[src/rtl/lpmf_pkg.sv]
// Shared types and constants for the length-prefixed message FIFO.
// Used by the controller, the datapath and the top level; depends on nothing.
package lpmf_pkg;

   localparam int FUNC_W      = 2;
   localparam int LEN_W       = 6;
   localparam int BYTE_W      = 8;
   localparam int STATUS_W    = 3;
   localparam int CSR_W       = 9;
   localparam int MSG_CNT_W   = 8;
   localparam int REQ_TDATA_W = 16;
   localparam int RSP_TDATA_W = 16;
   localparam int RSP_TUSER_W = 4;

   localparam logic [CSR_W-1:0] CSR_SIZE_RESET = 9'd256;
   localparam logic [CSR_W-1:0] CSR_SIZE_MIN   = 9'd2;

   typedef enum logic [FUNC_W-1:0] {
      FUNC_BEGIN     = 2'd0,
      FUNC_DATA      = 2'd1,
      FUNC_READ_MSG  = 2'd2,
      FUNC_READ_BYTE = 2'd3
   } func_type;

   typedef enum logic [STATUS_W-1:0] {
      STAT_OK       = 3'd0,
      STAT_EMPTY    = 3'd1,
      STAT_TOO_LONG = 3'd2,
      STAT_DROPPED  = 3'd3,
      STAT_IGNORED  = 3'd4
   } status_type;

   typedef enum logic [1:0] {
      S_IDLE     = 2'd0,
      S_POP_WAIT = 2'd1,
      S_LEN_WAIT = 2'd2,
      S_DATA     = 2'd3
   } state_type;

   typedef enum logic [1:0] {
      OSEL_STATUS = 2'd0,
      OSEL_BYTE   = 2'd1,
      OSEL_MSG    = 2'd2
   } out_sel_type;

   typedef struct packed {
      logic        push_len;
      logic        push_data;
      logic        pop;
      logic        msg_dec;
      logic        msg_clr;
      logic        load_cnt;
      logic        out_load;
      out_sel_type out_sel;
      status_type  out_status;
   } ctrl_cmd_type;

   typedef struct packed {
      logic out_free;
      logic msg_open;
      logic len_too_long;
      logic no_space;
      logic fill_zero;
      logic msg_zero;
      logic cnt_zero;
      logic last_beat;
   } dp_status_type;

endpackage

[src/rtl/lpmf_ram.sv]
// Generic single-write, single-read RAM with a registered read port.
// Stands alone; no package needed.
module lpmf_ram #(
   parameter int WIDTH = 8,
   parameter int DEPTH = 256
) (
   input  logic                     clock,
   input  logic                     wr_en,
   input  logic [$clog2(DEPTH)-1:0] wr_addr,
   input  logic [WIDTH-1:0]         wr_data,
   input  logic                     rd_en,
   input  logic [$clog2(DEPTH)-1:0] rd_addr,
   output logic [WIDTH-1:0]         rd_data
);

   logic [WIDTH-1:0] mem_ff [DEPTH];
   logic [WIDTH-1:0] rd_data_ff;

   always_ff @(posedge clock) begin
      if (wr_en) begin
         mem_ff[wr_addr] <= wr_data;
      end
      if (rd_en) begin
         rd_data_ff <= mem_ff[rd_addr];
      end
   end

   assign rd_data = rd_data_ff;

endmodule

[src/rtl/lpmf_datapath.sv]
// Datapath of the message FIFO: byte store, pointers, counters, size register
// and the result register. Depends on lpmf_pkg and lpmf_ram.
module lpmf_datapath #(
   parameter int STORE_DEPTH = 256,
   parameter int MAX_MSG_LEN = 63
) (
   input  logic                                clock,
   input  logic                                reset,
   input  logic                                csr_wr_en,
   input  logic [lpmf_pkg::CSR_W-1:0]          csr_wr_data,
   input  logic [lpmf_pkg::LEN_W-1:0]          req_len,
   input  logic [lpmf_pkg::BYTE_W-1:0]         req_byte,
   input  lpmf_pkg::ctrl_cmd_type              cmd,
   output lpmf_pkg::dp_status_type             status,
   output logic                                rsp_tvalid,
   input  logic                                rsp_tready,
   output logic [lpmf_pkg::STATUS_W-1:0]       rsp_status,
   output logic [lpmf_pkg::BYTE_W-1:0]         rsp_byte,
   output logic [lpmf_pkg::LEN_W-1:0]          rsp_len,
   output logic                                rsp_byte_valid,
   output logic                                rsp_last
);

   localparam int AW = $clog2(STORE_DEPTH);
   localparam int SW = $clog2(STORE_DEPTH + 1);
   localparam int CW = (SW > lpmf_pkg::BYTE_W) ? SW : lpmf_pkg::BYTE_W;
   localparam int BW = lpmf_pkg::BYTE_W;
   localparam int LW = lpmf_pkg::LEN_W;
   localparam int MW = lpmf_pkg::MSG_CNT_W;

   logic [lpmf_pkg::CSR_W-1:0] size_ff, size_in;
   logic [AW-1:0]              rd_ff, rd_in;
   logic [AW-1:0]              wr_ff, wr_in;
   logic [SW-1:0]              fill_ff, fill_in;
   logic [MW-1:0]              msg_cnt_ff, msg_cnt_in;
   logic [LW-1:0]              expect_ff, expect_in;
   logic [LW-1:0]              remain_ff, remain_in;
   logic [LW-1:0]              cnt_len_ff, cnt_len_in;
   logic                       rsp_valid_ff, rsp_valid_in;
   logic [lpmf_pkg::STATUS_W-1:0] rsp_status_ff, rsp_status_in;
   logic [BW-1:0]              rsp_byte_ff, rsp_byte_in;
   logic [LW-1:0]              rsp_len_ff, rsp_len_in;
   logic                       rsp_bval_ff, rsp_bval_in;
   logic                       rsp_last_ff, rsp_last_in;

   logic [SW-1:0] eff_size;
   logic [AW-1:0] rd_eff, wr_eff, rd_next, wr_next;
   logic [SW-1:0] free_space;
   logic [BW-1:0] rd_data;
   logic [BW-1:0] len_clamped;
   logic [CW-1:0] cnt_wide;
   logic [LW-1:0] cnt;
   logic          push;
   logic          out_free;

   assign push = cmd.push_len | cmd.push_data;

   always_comb begin
      if (size_ff < lpmf_pkg::CSR_SIZE_MIN) begin
         eff_size = SW'(lpmf_pkg::CSR_SIZE_MIN);
      end else if (size_ff > lpmf_pkg::CSR_W'(STORE_DEPTH)) begin
         eff_size = SW'(STORE_DEPTH);
      end else begin
         eff_size = size_ff[SW-1:0];
      end
   end

   always_comb begin
      rd_eff  = (SW'(rd_ff) >= eff_size) ? '0 : rd_ff;
      wr_eff  = (SW'(wr_ff) >= eff_size) ? '0 : wr_ff;
      rd_next = ((SW'(rd_eff) + SW'(1)) >= eff_size) ? '0 : rd_eff + AW'(1);
      wr_next = ((SW'(wr_eff) + SW'(1)) >= eff_size) ? '0 : wr_eff + AW'(1);
      free_space = (fill_ff >= eff_size) ? '0 : eff_size - fill_ff;
      len_clamped = (rd_data > BW'(MAX_MSG_LEN)) ? BW'(MAX_MSG_LEN) : rd_data;
      cnt_wide = (CW'(len_clamped) > CW'(fill_ff)) ? CW'(fill_ff) : CW'(len_clamped);
      cnt = cnt_wide[LW-1:0];
   end

   lpmf_ram #(
      .WIDTH (BW),
      .DEPTH (STORE_DEPTH)
   ) u_store (
      .clock   (clock),
      .wr_en   (push),
      .wr_addr (wr_eff),
      .wr_data (cmd.push_len ? BW'(req_len) : req_byte),
      .rd_en   (cmd.pop),
      .rd_addr (rd_eff),
      .rd_data (rd_data)
   );

   assign out_free = !rsp_valid_ff || rsp_tready;

   always_comb begin
      status.out_free     = out_free;
      status.msg_open     = (expect_ff != '0);
      status.len_too_long = (req_len > LW'(MAX_MSG_LEN));
      status.no_space     = (CW'(free_space) < (CW'(req_len) + CW'(1)));
      status.fill_zero    = (fill_ff == '0);
      status.msg_zero     = (msg_cnt_ff == '0);
      status.cnt_zero     = (cnt == '0);
      status.last_beat    = (remain_ff == LW'(1));
   end

   always_comb begin
      size_in    = csr_wr_en ? csr_wr_data : size_ff;
      rd_in      = cmd.pop ? rd_next : rd_ff;
      wr_in      = push ? wr_next : wr_ff;
      fill_in    = fill_ff;
      if (push && (fill_ff < eff_size)) begin
         fill_in = fill_ff + SW'(1);
      end else if (cmd.pop && (fill_ff != '0)) begin
         fill_in = fill_ff - SW'(1);
      end
      expect_in  = expect_ff;
      msg_cnt_in = msg_cnt_ff;
      if (cmd.push_len) begin
         expect_in = req_len;
         if (req_len == '0) begin
            msg_cnt_in = msg_cnt_ff + MW'(1);
         end
      end else if (cmd.push_data) begin
         expect_in = expect_ff - LW'(1);
         if (expect_ff == LW'(1)) begin
            msg_cnt_in = msg_cnt_ff + MW'(1);
         end
      end else if (cmd.msg_clr) begin
         msg_cnt_in = '0;
      end else if (cmd.msg_dec) begin
         msg_cnt_in = msg_cnt_ff - MW'(1);
      end
      cnt_len_in = cmd.load_cnt ? cnt : cnt_len_ff;
      remain_in  = remain_ff;
      if (cmd.load_cnt) begin
         remain_in = cnt;
      end else if (cmd.out_load && (cmd.out_sel == lpmf_pkg::OSEL_MSG)) begin
         remain_in = remain_ff - LW'(1);
      end
   end

   always_comb begin
      rsp_valid_in  = cmd.out_load ? 1'b1 : (rsp_tready ? 1'b0 : rsp_valid_ff);
      rsp_status_in = rsp_status_ff;
      rsp_byte_in   = rsp_byte_ff;
      rsp_len_in    = rsp_len_ff;
      rsp_bval_in   = rsp_bval_ff;
      rsp_last_in   = rsp_last_ff;
      if (cmd.out_load) begin
         case (cmd.out_sel)
            lpmf_pkg::OSEL_BYTE: begin
               rsp_status_in = lpmf_pkg::STAT_OK;
               rsp_byte_in   = rd_data;
               rsp_len_in    = '0;
               rsp_bval_in   = 1'b1;
               rsp_last_in   = 1'b1;
            end
            lpmf_pkg::OSEL_MSG: begin
               rsp_status_in = lpmf_pkg::STAT_OK;
               rsp_byte_in   = rd_data;
               rsp_len_in    = cnt_len_ff;
               rsp_bval_in   = 1'b1;
               rsp_last_in   = (remain_ff == LW'(1));
            end
            default: begin
               rsp_status_in = cmd.out_status;
               rsp_byte_in   = '0;
               rsp_len_in    = '0;
               rsp_bval_in   = 1'b0;
               rsp_last_in   = 1'b1;
            end
         endcase
      end
   end

   always_ff @(posedge clock) begin
      if (reset) begin
         size_ff      <= lpmf_pkg::CSR_SIZE_RESET;
         rd_ff        <= '0;
         wr_ff        <= '0;
         fill_ff      <= '0;
         msg_cnt_ff   <= '0;
         expect_ff    <= '0;
         rsp_valid_ff <= 1'b0;
      end else begin
         size_ff      <= size_in;
         rd_ff        <= rd_in;
         wr_ff        <= wr_in;
         fill_ff      <= fill_in;
         msg_cnt_ff   <= msg_cnt_in;
         expect_ff    <= expect_in;
         rsp_valid_ff <= rsp_valid_in;
      end
   end

   always_ff @(posedge clock) begin
      remain_ff     <= remain_in;
      cnt_len_ff    <= cnt_len_in;
      rsp_status_ff <= rsp_status_in;
      rsp_byte_ff   <= rsp_byte_in;
      rsp_len_ff    <= rsp_len_in;
      rsp_bval_ff   <= rsp_bval_in;
      rsp_last_ff   <= rsp_last_in;
   end

   assign rsp_tvalid     = rsp_valid_ff;
   assign rsp_status     = rsp_status_ff;
   assign rsp_byte       = rsp_byte_ff;
   assign rsp_len        = rsp_len_ff;
   assign rsp_byte_valid = rsp_bval_ff;
   assign rsp_last       = rsp_last_ff;

`ifndef ASSERT_OFF
   a_load_needs_room: assert property (@(posedge clock) disable iff (reset)
      cmd.out_load |-> out_free)
      else $error("Result register overwritten while a beat is still pending.");

   a_no_push_pop: assert property (@(posedge clock) disable iff (reset)
      !(push && cmd.pop))
      else $error("Store written and read in the same cycle.");

   a_pop_not_empty: assert property (@(posedge clock) disable iff (reset)
      cmd.pop |-> (fill_ff != '0))
      else $error("Byte popped from an empty store.");

   a_fill_bound: assert property (@(posedge clock) disable iff (reset)
      push |=> (fill_ff <= SW'(STORE_DEPTH)))
      else $error("Fill count exceeds the store depth.");
`endif

endmodule

[src/rtl/lpmf_ctrl.sv]
// Controller state machine of the message FIFO: decodes each request and
// sequences store reads. Depends on lpmf_pkg.
module lpmf_ctrl (
   input  logic                          clock,
   input  logic                          reset,
   input  logic                          req_tvalid,
   output logic                          req_tready,
   input  logic [lpmf_pkg::FUNC_W-1:0]   req_func,
   input  lpmf_pkg::dp_status_type       status,
   output lpmf_pkg::ctrl_cmd_type        cmd
);

   lpmf_pkg::state_type state_ff, state_in;
   lpmf_pkg::func_type  func;
   logic                accept;
   logic                msg_empty;

   assign func       = lpmf_pkg::func_type'(req_func);
   assign req_tready = (state_ff == lpmf_pkg::S_IDLE) && status.out_free;
   assign accept     = req_tvalid && req_tready;
   assign msg_empty  = status.fill_zero || status.msg_zero;

   always_comb begin
      state_in = state_ff;
      case (state_ff)
         lpmf_pkg::S_IDLE: begin
            if (accept) begin
               if ((func == lpmf_pkg::FUNC_READ_BYTE) && !status.fill_zero) begin
                  state_in = lpmf_pkg::S_POP_WAIT;
               end else if ((func == lpmf_pkg::FUNC_READ_MSG) && !msg_empty) begin
                  state_in = lpmf_pkg::S_LEN_WAIT;
               end
            end
         end
         lpmf_pkg::S_POP_WAIT: begin
            state_in = lpmf_pkg::S_IDLE;
         end
         lpmf_pkg::S_LEN_WAIT: begin
            state_in = status.cnt_zero ? lpmf_pkg::S_IDLE : lpmf_pkg::S_DATA;
         end
         lpmf_pkg::S_DATA: begin
            if (status.out_free && status.last_beat) begin
               state_in = lpmf_pkg::S_IDLE;
            end
         end
         default: begin
            state_in = lpmf_pkg::S_IDLE;
         end
      endcase
   end

   always_comb begin
      cmd.push_len   = 1'b0;
      cmd.push_data  = 1'b0;
      cmd.pop        = 1'b0;
      cmd.msg_dec    = 1'b0;
      cmd.msg_clr    = 1'b0;
      cmd.load_cnt   = 1'b0;
      cmd.out_load   = 1'b0;
      cmd.out_sel    = lpmf_pkg::OSEL_STATUS;
      cmd.out_status = lpmf_pkg::STAT_OK;
      case (state_ff)
         lpmf_pkg::S_IDLE: begin
            if (accept) begin
               case (func)
                  lpmf_pkg::FUNC_BEGIN: begin
                     cmd.out_load = 1'b1;
                     if (status.msg_open) begin
                        cmd.out_status = lpmf_pkg::STAT_IGNORED;
                     end else if (status.len_too_long) begin
                        cmd.out_status = lpmf_pkg::STAT_TOO_LONG;
                     end else if (status.no_space) begin
                        cmd.out_status = lpmf_pkg::STAT_DROPPED;
                     end else begin
                        cmd.push_len = 1'b1;
                     end
                  end
                  lpmf_pkg::FUNC_DATA: begin
                     cmd.out_load = 1'b1;
                     if (status.msg_open) begin
                        cmd.push_data = 1'b1;
                     end else begin
                        cmd.out_status = lpmf_pkg::STAT_IGNORED;
                     end
                  end
                  lpmf_pkg::FUNC_READ_BYTE: begin
                     if (status.fill_zero) begin
                        cmd.out_load   = 1'b1;
                        cmd.out_status = lpmf_pkg::STAT_EMPTY;
                     end else begin
                        cmd.pop = 1'b1;
                     end
                  end
                  default: begin
                     cmd.msg_clr = status.fill_zero;
                     if (msg_empty) begin
                        cmd.out_load   = 1'b1;
                        cmd.out_status = lpmf_pkg::STAT_EMPTY;
                     end else begin
                        cmd.pop     = 1'b1;
                        cmd.msg_dec = 1'b1;
                     end
                  end
               endcase
            end
         end
         lpmf_pkg::S_POP_WAIT: begin
            cmd.out_load = 1'b1;
            cmd.out_sel  = lpmf_pkg::OSEL_BYTE;
         end
         lpmf_pkg::S_LEN_WAIT: begin
            if (status.cnt_zero) begin
               cmd.out_load = 1'b1;
            end else begin
               cmd.load_cnt = 1'b1;
               cmd.pop      = 1'b1;
            end
         end
         lpmf_pkg::S_DATA: begin
            if (status.out_free) begin
               cmd.out_load = 1'b1;
               cmd.out_sel  = lpmf_pkg::OSEL_MSG;
               cmd.pop      = !status.last_beat;
            end
         end
         default: begin
            cmd.out_load = 1'b0;
         end
      endcase
   end

   always_ff @(posedge clock) begin
      if (reset) begin
         state_ff <= lpmf_pkg::S_IDLE;
      end else begin
         state_ff <= state_in;
      end
   end

endmodule

[src/rtl/length_prefixed_message_fifo_core.sv]
// Length-prefixed message FIFO with a registered result. Begin and data requests
// are answered from the idle state. A raw byte read pops the byte store and loads
// the byte from its registered read port in POP_WAIT; a message read pops the
// length, loads the beat count in LEN_WAIT, then sends each beat from DATA as the result frees.
// Synchronous active-high reset clears pointers, fill, message and expected counts and
// sets the size register (to 256); stored bytes are undefined until written.
module length_prefixed_message_fifo_core #(
   parameter int STORE_DEPTH = 256,
   parameter int MAX_MSG_LEN = 63
) (
   input  logic                                 clock,
   input  logic                                 reset,
   input  logic                                 csr_wr_en,
   input  logic [lpmf_pkg::CSR_W-1:0]           csr_wr_data,
   input  logic                                 req_tvalid,
   output logic                                 req_tready,
   input  logic [lpmf_pkg::REQ_TDATA_W-1:0]     req_tdata,  // msg_len[5:0], data_byte[13:6]
   input  logic [lpmf_pkg::FUNC_W-1:0]          req_tuser,  // func[1:0]
   output logic                                 rsp_tvalid,
   input  logic                                 rsp_tready,
   output logic [lpmf_pkg::RSP_TDATA_W-1:0]     rsp_tdata,  // out_byte[7:0], out_len[13:8]
   output logic [lpmf_pkg::RSP_TUSER_W-1:0]     rsp_tuser,  // status[2:0], byte_valid[3]
   output logic                                 rsp_tlast
);

   lpmf_pkg::ctrl_cmd_type  cmd;
   lpmf_pkg::dp_status_type status;

   logic [lpmf_pkg::STATUS_W-1:0] rsp_status;
   logic [lpmf_pkg::BYTE_W-1:0]   rsp_byte;
   logic [lpmf_pkg::LEN_W-1:0]    rsp_len;
   logic                          rsp_byte_valid;

   lpmf_ctrl u_ctrl (
      .clock      (clock),
      .reset      (reset),
      .req_tvalid (req_tvalid),
      .req_tready (req_tready),
      .req_func   (req_tuser),
      .status     (status),
      .cmd        (cmd)
   );

   lpmf_datapath #(
      .STORE_DEPTH (STORE_DEPTH),
      .MAX_MSG_LEN (MAX_MSG_LEN)
   ) u_datapath (
      .clock          (clock),
      .reset          (reset),
      .csr_wr_en      (csr_wr_en),
      .csr_wr_data    (csr_wr_data),
      .req_len        (req_tdata[5:0]),
      .req_byte       (req_tdata[13:6]),
      .cmd            (cmd),
      .status         (status),
      .rsp_tvalid     (rsp_tvalid),
      .rsp_tready     (rsp_tready),
      .rsp_status     (rsp_status),
      .rsp_byte       (rsp_byte),
      .rsp_len        (rsp_len),
      .rsp_byte_valid (rsp_byte_valid),
      .rsp_last       (rsp_tlast)
   );

   assign rsp_tdata = {2'b00, rsp_len, rsp_byte};
   assign rsp_tuser = {rsp_byte_valid, rsp_status};

endmodule
[config.mk]
export PLATFORM = sky130hd
export DESIGN_NAME = length_prefixed_message_fifo_core
export DESIGN_NICKNAME = d
export VERILOG_FILES = /design/src/rtl/lpmf_pkg.sv /design/src/rtl/lpmf_ram.sv /design/src/rtl/lpmf_datapath.sv /design/src/rtl/lpmf_ctrl.sv /design/src/rtl/length_prefixed_message_fifo_core.sv
export SDC_FILE = /design/constraint.sdc
export NUM_CORES = 2
export LEC_CHECK = 0
export BUFFER_PORTS_ARGS = -buffer_cell sky130_fd_sc_hd__buf_2
export CAP_MARGIN = 40
export CORE_MARGIN = 8
export CORE_UTILIZATION = 45
export CTS_CLUSTER_DIAMETER = 50
export CTS_CLUSTER_SIZE = 10
export DETAILED_ROUTE_END_ITERATION = 10
export GPL_ROUTABILITY_DRIVEN = 0
export PLACE_DENSITY_LB_ADDON = 0.12
export SYNTH_ARGS = -nofsm -noshare
export SYNTH_HDL_FRONTEND = slang
export SYNTH_SLANG_ARGS = --single-unit
[constraint.sdc]
create_clock -name clock -period 16 [get_ports clock]
set_input_delay 3.2 -clock clock [delete_from_list [all_inputs] [get_ports clock]]
set_output_delay 3.2 -clock clock [all_outputs]
set_load 0.005 [all_outputs]
* Word level (Yosys, flattened, before mapping) *
Memories as Yosys holds them, arrays and structs flattened. A register that Yosys moved wholly into a read port is not among the register bits.
Index checks and enable logic that the tools add are counted.

storage, ports and cells
  bits in writable memories = 2048
  register bits = 82
  memories kept = 1
  output and inout bits = 23
  word-level logic and storage cells = 156
  input bits = 32

operators by class
  $lt $le $gt $ge = 12
  bitwise operators = 3
  equal/unequal tests = 15
  muxes and demuxes = 65
  reductions and logical operators = 33
  add/subtract/negate cells = 12

memory list
  memory                     depth  width  rd ports  clocked after memory_dff  wr ports  line            text
  u_datapath.u_store.mem_ff  256    8      1         1                         1         lpmf_ram.sv:16  logic [WIDTH-1:0] mem_ff [DEPTH];

operators with widths
  operator             count
  $mux 8               12
  $mux 9               5
  $mux 6               5
  $ge 9x9->1           3
  $add 8x1->8 const B  3
  $mux 1               21
  $mux 2               10
  $add 8x1->9 const B  2
  $ge 8x9->1           2
  $lt 9x9->1           2
  $eq 6x1->1 const B   2
  $logic_not 6->1      2
  $mux 3               4
  $sub 6x1->6 const B  2
  $eq 2x2->1 const B   5
  $add 9x1->9 const B  1
  $gt 8x9->1           1
  $gt 9x9->1 const B   1
  $logic_not 9->1      1
  $lt 9x2->1 const B   1
  $pmux 3 s3           1
  $reduce_bool 9->1    1
  $sub 9x1->9 const B  1
  $sub 9x9->9          1
  other kinds (29)     51

* Logic depth before layout (Yosys ltp) *
  depth in word-level cells = 16
  depth in mapped cells = 34
  mapped depth without buffers = 32

* Hierarchy *
A second synthesis with hierarchy kept.

unflattened totals
  cells, all modules = 4474
  area total of the unflattened synthesis = 85971.2 um2

modules (own cells, without submodules)
  module                             area an instance (um2)  cells an instance  instances  seq. area each (um2)
  lpmf_ram                           79636.4                 3733               1          61739.2
  lpmf_datapath                      6012.0                  693                1          1911.8
  lpmf_ctrl                          296.5                   44                 1          40.0
  length_prefixed_message_fifo_core  26.3                    4                  1          0.0

* Worst setup path after synthesis *
Ideal clock, no wire load.

  path type = input-to-reg
  start = input req_tdata[0] (netlist bit)
  end = memory u_datapath.u_store.mem_ff[0][3] (data pin)
  arrival = 15.147 ns
  setup time = 2.189 ns
  path buffers = 2
  data required time = 13.811 ns
  cell stages on the path = 13
  setup slack = -1.336 ns
  cells stage by stage = ha_1 > nand3_1 > xor2_1 > ha_1 > and4_1 > a221oi_1 > o21ai_0 > nand3_1 > o311a_1 > a31oi_2 > buf_2 > clkbuf_1 > o21ai_0

between the ends
  cells in the longest elaborated chain, start to end = 9
  elaborated cells between the ends (all ways) = 10
  those cells by class = add/sub (1); order compare (2); mux (7)

ends and longest elaborated chain
  what                               line                                     text
  from (decl)                        length_prefixed_message_fifo_core.sv:17  input logic [lpmf_pkg::REQ_TDATA_W-1:0] req_tdata,
  $add 6x1->7                        lpmf_datapath.sv:98                      status.no_space = (CW'(free_space) < (CW'(req_len) + CW'(1)));
  $lt 9x9->1                         lpmf_datapath.sv:98
  $mux 1                             lpmf_ctrl.sv:72                          end else if (status.no_space) begin
  $mux 1 (*)                         lpmf_ctrl.sv:70                          end else if (status.len_too_long) begin
  $mux 1 (*)                         lpmf_ctrl.sv:68                          if (status.msg_open) begin
  $mux 1 (*)                         lpmf_ctrl.sv:65                          case (func)
  $mux 5 (*)                         lpmf_ctrl.sv:64                          if (accept) begin
  $mux 2 (*)                         lpmf_ctrl.sv:62                          case (state_ff)
  $mux 8 (*)                         lpmf_datapath.sv:86                      .wr_data (cmd.push_len ? BW'(req_len) : req_byte),
  via u_datapath.u_store.wr_data[3]  lpmf_ram.sv:10                           input logic [WIDTH-1:0] wr_data,
  to (decl)                          lpmf_ram.sv:16

Mark *: on every way through the listed nets, which the timed path passes. The rest lies on a longest branch.

* Worst setup path in the final report *
  start = register u_datapath.size_ff[8] (netlist bit)
  end = register u_datapath.fill_ff[8]

between the ends
  cells in the longest elaborated chain, start to end = 15
  elaborated cells between the ends (all ways) = 19
  those cells by class = add/sub (1); order compare (5); mux (10); bitwise (1); reduce/logical (2)

ends and longest elaborated chain
  what                                         line                  text
  from (decl)                                  lpmf_datapath.sv:31   logic [lpmf_pkg::CSR_W-1:0] size_ff, size_in;
  from (signal assigned)                       lpmf_datapath.sv:177  size_ff <= lpmf_pkg::CSR_SIZE_RESET;
  from (signal assigned)                       lpmf_datapath.sv:185  size_ff <= size_in;
  $gt 9x9->1                                   lpmf_datapath.sv:61   end else if (size_ff > lpmf_pkg::CSR_W'(STORE_DEPTH)) begin
  $mux 9                                       lpmf_datapath.sv:61
  $mux 9 (*)                                   lpmf_datapath.sv:59   if (size_ff < lpmf_pkg::CSR_SIZE_MIN) begin
  $sub 9x9->9 or $ge 9x9->1 (tied branches)    lpmf_datapath.sv:73   free_space = (fill_ff >= eff_size) ? '0 : eff_size - fill_ff;
  $mux 9                                       lpmf_datapath.sv:73
  $lt 9x9->1                                   lpmf_datapath.sv:98
  $mux 1                                       lpmf_ctrl.sv:72
  $mux 1                                       lpmf_ctrl.sv:70
  $mux 1                                       lpmf_ctrl.sv:68
  $mux 1                                       lpmf_ctrl.sv:65
  $mux 5                                       lpmf_ctrl.sv:64
  $mux 2                                       lpmf_ctrl.sv:62
  $or 1x1->1                                   lpmf_datapath.sv:56   assign push = cmd.push_len | cmd.push_data;
  $logic_and 1x1->1 (*)                        lpmf_datapath.sv:110  if (push && (fill_ff < eff_size)) begin
  $mux 9 or $reduce_bool 2->1 (tied branches)  n/a
  to (signal assigned)                         lpmf_datapath.sv:188  fill_ff <= fill_in;
  to (decl)                                    lpmf_datapath.sv:34   logic [SW-1:0] fill_ff, fill_in;

Every way passes the cells marked *; elsewhere a longest branch is shown, timed or not.
A chain may end at the register's enable or synchronous reset.

==> metrics.txt <==
clock slew at reported path FFs=approximately 50 ps; Post-synth top cells=2087 x edfxtp_1, 523 x nor2_1, 516 x nand2_1; Crit path largest cell delay=690 ps; met2 global-route usage=0.3836; I/O Pins=55; Pwr Density=approximately 140 nW/um2; TritonCTS clock tree=done; final hold slack=491.0 ps; leakage power=31.52 nW; Post-Syn Instances=~5900; H-tree depth=5; number of gates resized after cts=0; Max Slew Vio Count=0; most frequent cell after synthesis=edfxtp_1; First-pass DRT Iterations=8; Final Hold Fails=0; clk sink count=between 2000 and 2500; largest net degree at the start of global routing=between 100 and 150; Startpoint Class=flip-flop; num rows=between 150 and 200; GRT Overall Usage=0.2456; Initial Util=0.4517; drt drc=0; Setup TNS Final=0 ps; M3 GR Usage=0.04996; Detailed Route WL=roughly 260000 um; wire per inst=~30 um; final setup vio count=0; Synth cell types=between 80 and 90; CP arrival=~9000 ps; clk root buf=clkbuf_16; hold depth=2; RSZ-0062 raised after global routing=false; Slew HR=0.3285; Area contributors post-synth=edfxtp_1 72%, mux2i_1 3.0%, nor2_1 2.3%, nand2_1 2.2%, a21oi_1 1.7%; Starting DRT DRC Count=6274; port bufs=50; Yosys warning total=0; die area=207000 um2; Crit-path slowest cell=nand2b_1; via count of the routed design=between 50000 and 60000; largest area contributor in the netlist=edfxtp_1; number of synthesized flops with an enable pin=~2100; antenna violations before repair=12; vias in the first global route=51770; Final nets=6098; area of the core=around 190000 um2; grt peak-use layer=met2; synthesized area per cell=between 10 and 15 um2; Longest Clk Path Bufs=4; Hold Buf Count CTS=0; ANT nets after route=0; total power=~14 mW; Final period util=0.5141; post-synth top area share=0.7227; die width=455.0 um; Max VDD drop=roughly 0.12 mV; die height=about 450 um; crit path capture type=flip-flop; first-pass GRT wire length=around 370000 um; routing usage on met1=0.3426; Worst R2R Path Depth=33; most used cell, CP=o21ai_0; fmax=around 120 MHz; DPL Wire Length=roughly 160000 um; Via density=between 6 and 7; Main synth FF type=edfxtp_1; share of layout cells above drive strength 1=0.1165; CTS Buf Count=~280; Period minus WS final=roughly 8000 ps; outcome=finished, final reports clean; cell area after synthesis=approximately 87000 um2; async set-reset flop share out of synthesis=0; highest net fanout along the worst path=21; slew of the pin with the lowest slew margin=just over 1000 ps; Layout area overhead=12.99%; Worst Skew=between 40 and 50 ps; clk_lat worst skew=about 930 ps; GRT overflow=0; MaxCap Viol Count=0; CP Data Required Time=around 17000 ps; FF+latch count, synth=~2100; Post-CTS Repair Setup Buffers=0; Hold Path Class=reg2reg; kind of critical path=reg2reg; Seq/Total Area, Yosys=0.7345
[cell type report]
type / count / area, um2
Fill cell: 15980 / 94000
Multi-Input combinational cell: 3287 / 21440
Timing Repair Buffer: 218 / 1956
Tap cell: 2526 / 3161
Antenna cell: 2 / 5.005
Inverter: 65 / 251.5
Sequential cell: 2138 / 63700
Clock buffer: 315 / 7212
Clock inverter: 31 / 254.0
[metal layers]
layer | up-vias | wire length (um)
met5 | - | 27
met3 | 473 | 21940
li1 | 23140 | -
met2 | 2361 | 119300
met1 | 27090 | 108700
met4 | 4 | 10080
[cell families (layout without fill, tap and decap cells)]
kind of cell,after synthesis,in the layout,share of synthesized area
other cells,1,6,0.00004325
flops,2138,2138,0.7345
xor+xnor,30,30,0.003030
compound gates,1297,1297,0.09982
mux,366,366,0.05237
simple gates,1509,1509,0.07610
fa+ha+maj,81,81,0.01186
buf+inv,445,629,0.02225
[worst paths after layout]
kind	slack, ps	endpoint	from
setup / recovery	7780	u_datapath.fill_ff[8]	u_datapath.size_ff[8]
hold reg to reg	490	u_datapath.msg_cnt_ff[6]	u_datapath.msg_cnt_ff[6]
hold / removal	490	u_datapath.msg_cnt_ff[6]	u_datapath.msg_cnt_ff[6]
setup reg to reg	7780	u_datapath.fill_ff[8]	u_datapath.size_ff[8]
[worst max-delay path, delay by kind of cell, from the launching register on]
family	cells	cell delay, ps
AND/OR/NAND/NOR	10	2810
buffers and inverters	4	970
adder cells (fa/ha/maj)	3	1000
flip-flops	1	300
AO/OA/AOI/OAI	16	2990
[registers in the layout, indices dropped and copies added (netlist names), 8 cells and up]
signal / flops
u_datapath.u_store.mem_ff: 2048
u_datapath.fill_ff: 9
u_datapath.size_ff: 9
u_datapath.msg_cnt_ff: 8
u_datapath.rd_ff: 8
u_datapath.rsp_byte: 8
u_datapath.u_store.rd_data: 8
u_datapath.wr_ff: 8
[layout by cell type (no fill, tap or decap), types with 16 or more instances in the layout]
cell	Yosys	final
a211oi_1	82	80
a21o_1	26	26
a21oi_1	303	302
a221oi_1	55	55
a22oi_1	45	44
a31oi_1	80	80
and2_1	21	20
and3_1	27	27
buf_16	0	16
buf_2	135	60
buf_4	20	125
clkbuf_1	184	31
clkbuf_16	0	283
dfxtp_1	51	48
edfxtp_1	2087	2087
ha_1	79	79
inv_1	61	59
mux2_2	41	36
mux2i_1	259	259
mux4_2	66	66
nand2_1	516	509
nand3_1	111	107
nand4_1	28	28
nor2_1	523	519
nor2b_1	38	36
nor3_1	138	133
nor4_1	31	30
o211ai_1	61	61
o21ai_0	239	238
o221ai_1	106	106
o22ai_1	118	118
o311a_1	18	18
or3_1	32	31
xnor2_1	19	19
[power by group]
group	internal [mW]	total, mW	switching, mW
Clock	3.19	5.36	2.16
Sequential	6.53	6.59	0.0661
Combinational	0.668	2.26	1.59
Total	10.4	14.2	3.82
[per-stage QoR]
| stage | worst slack (ps) | utilization | std cells | area, um2 |
|---|---|---|---|---|
| after CTS | 7832 | 0.5103 | 8580 | 97970 |
| after global routing | 7179 | 0.5103 | 8580 | 97970 |
| after detailed placement | 6911 | 0.4714 | 8234 | 90510 |
| after global placement | 6731 | 0.4675 | 8184 | 89750 |
| final | 7775 | 0.5104 | 8582 | 97980 |
| after floorplan | 3056 | - | 5870 | 86720 |
No activity file was read; power rests on OpenSTA's default activity.
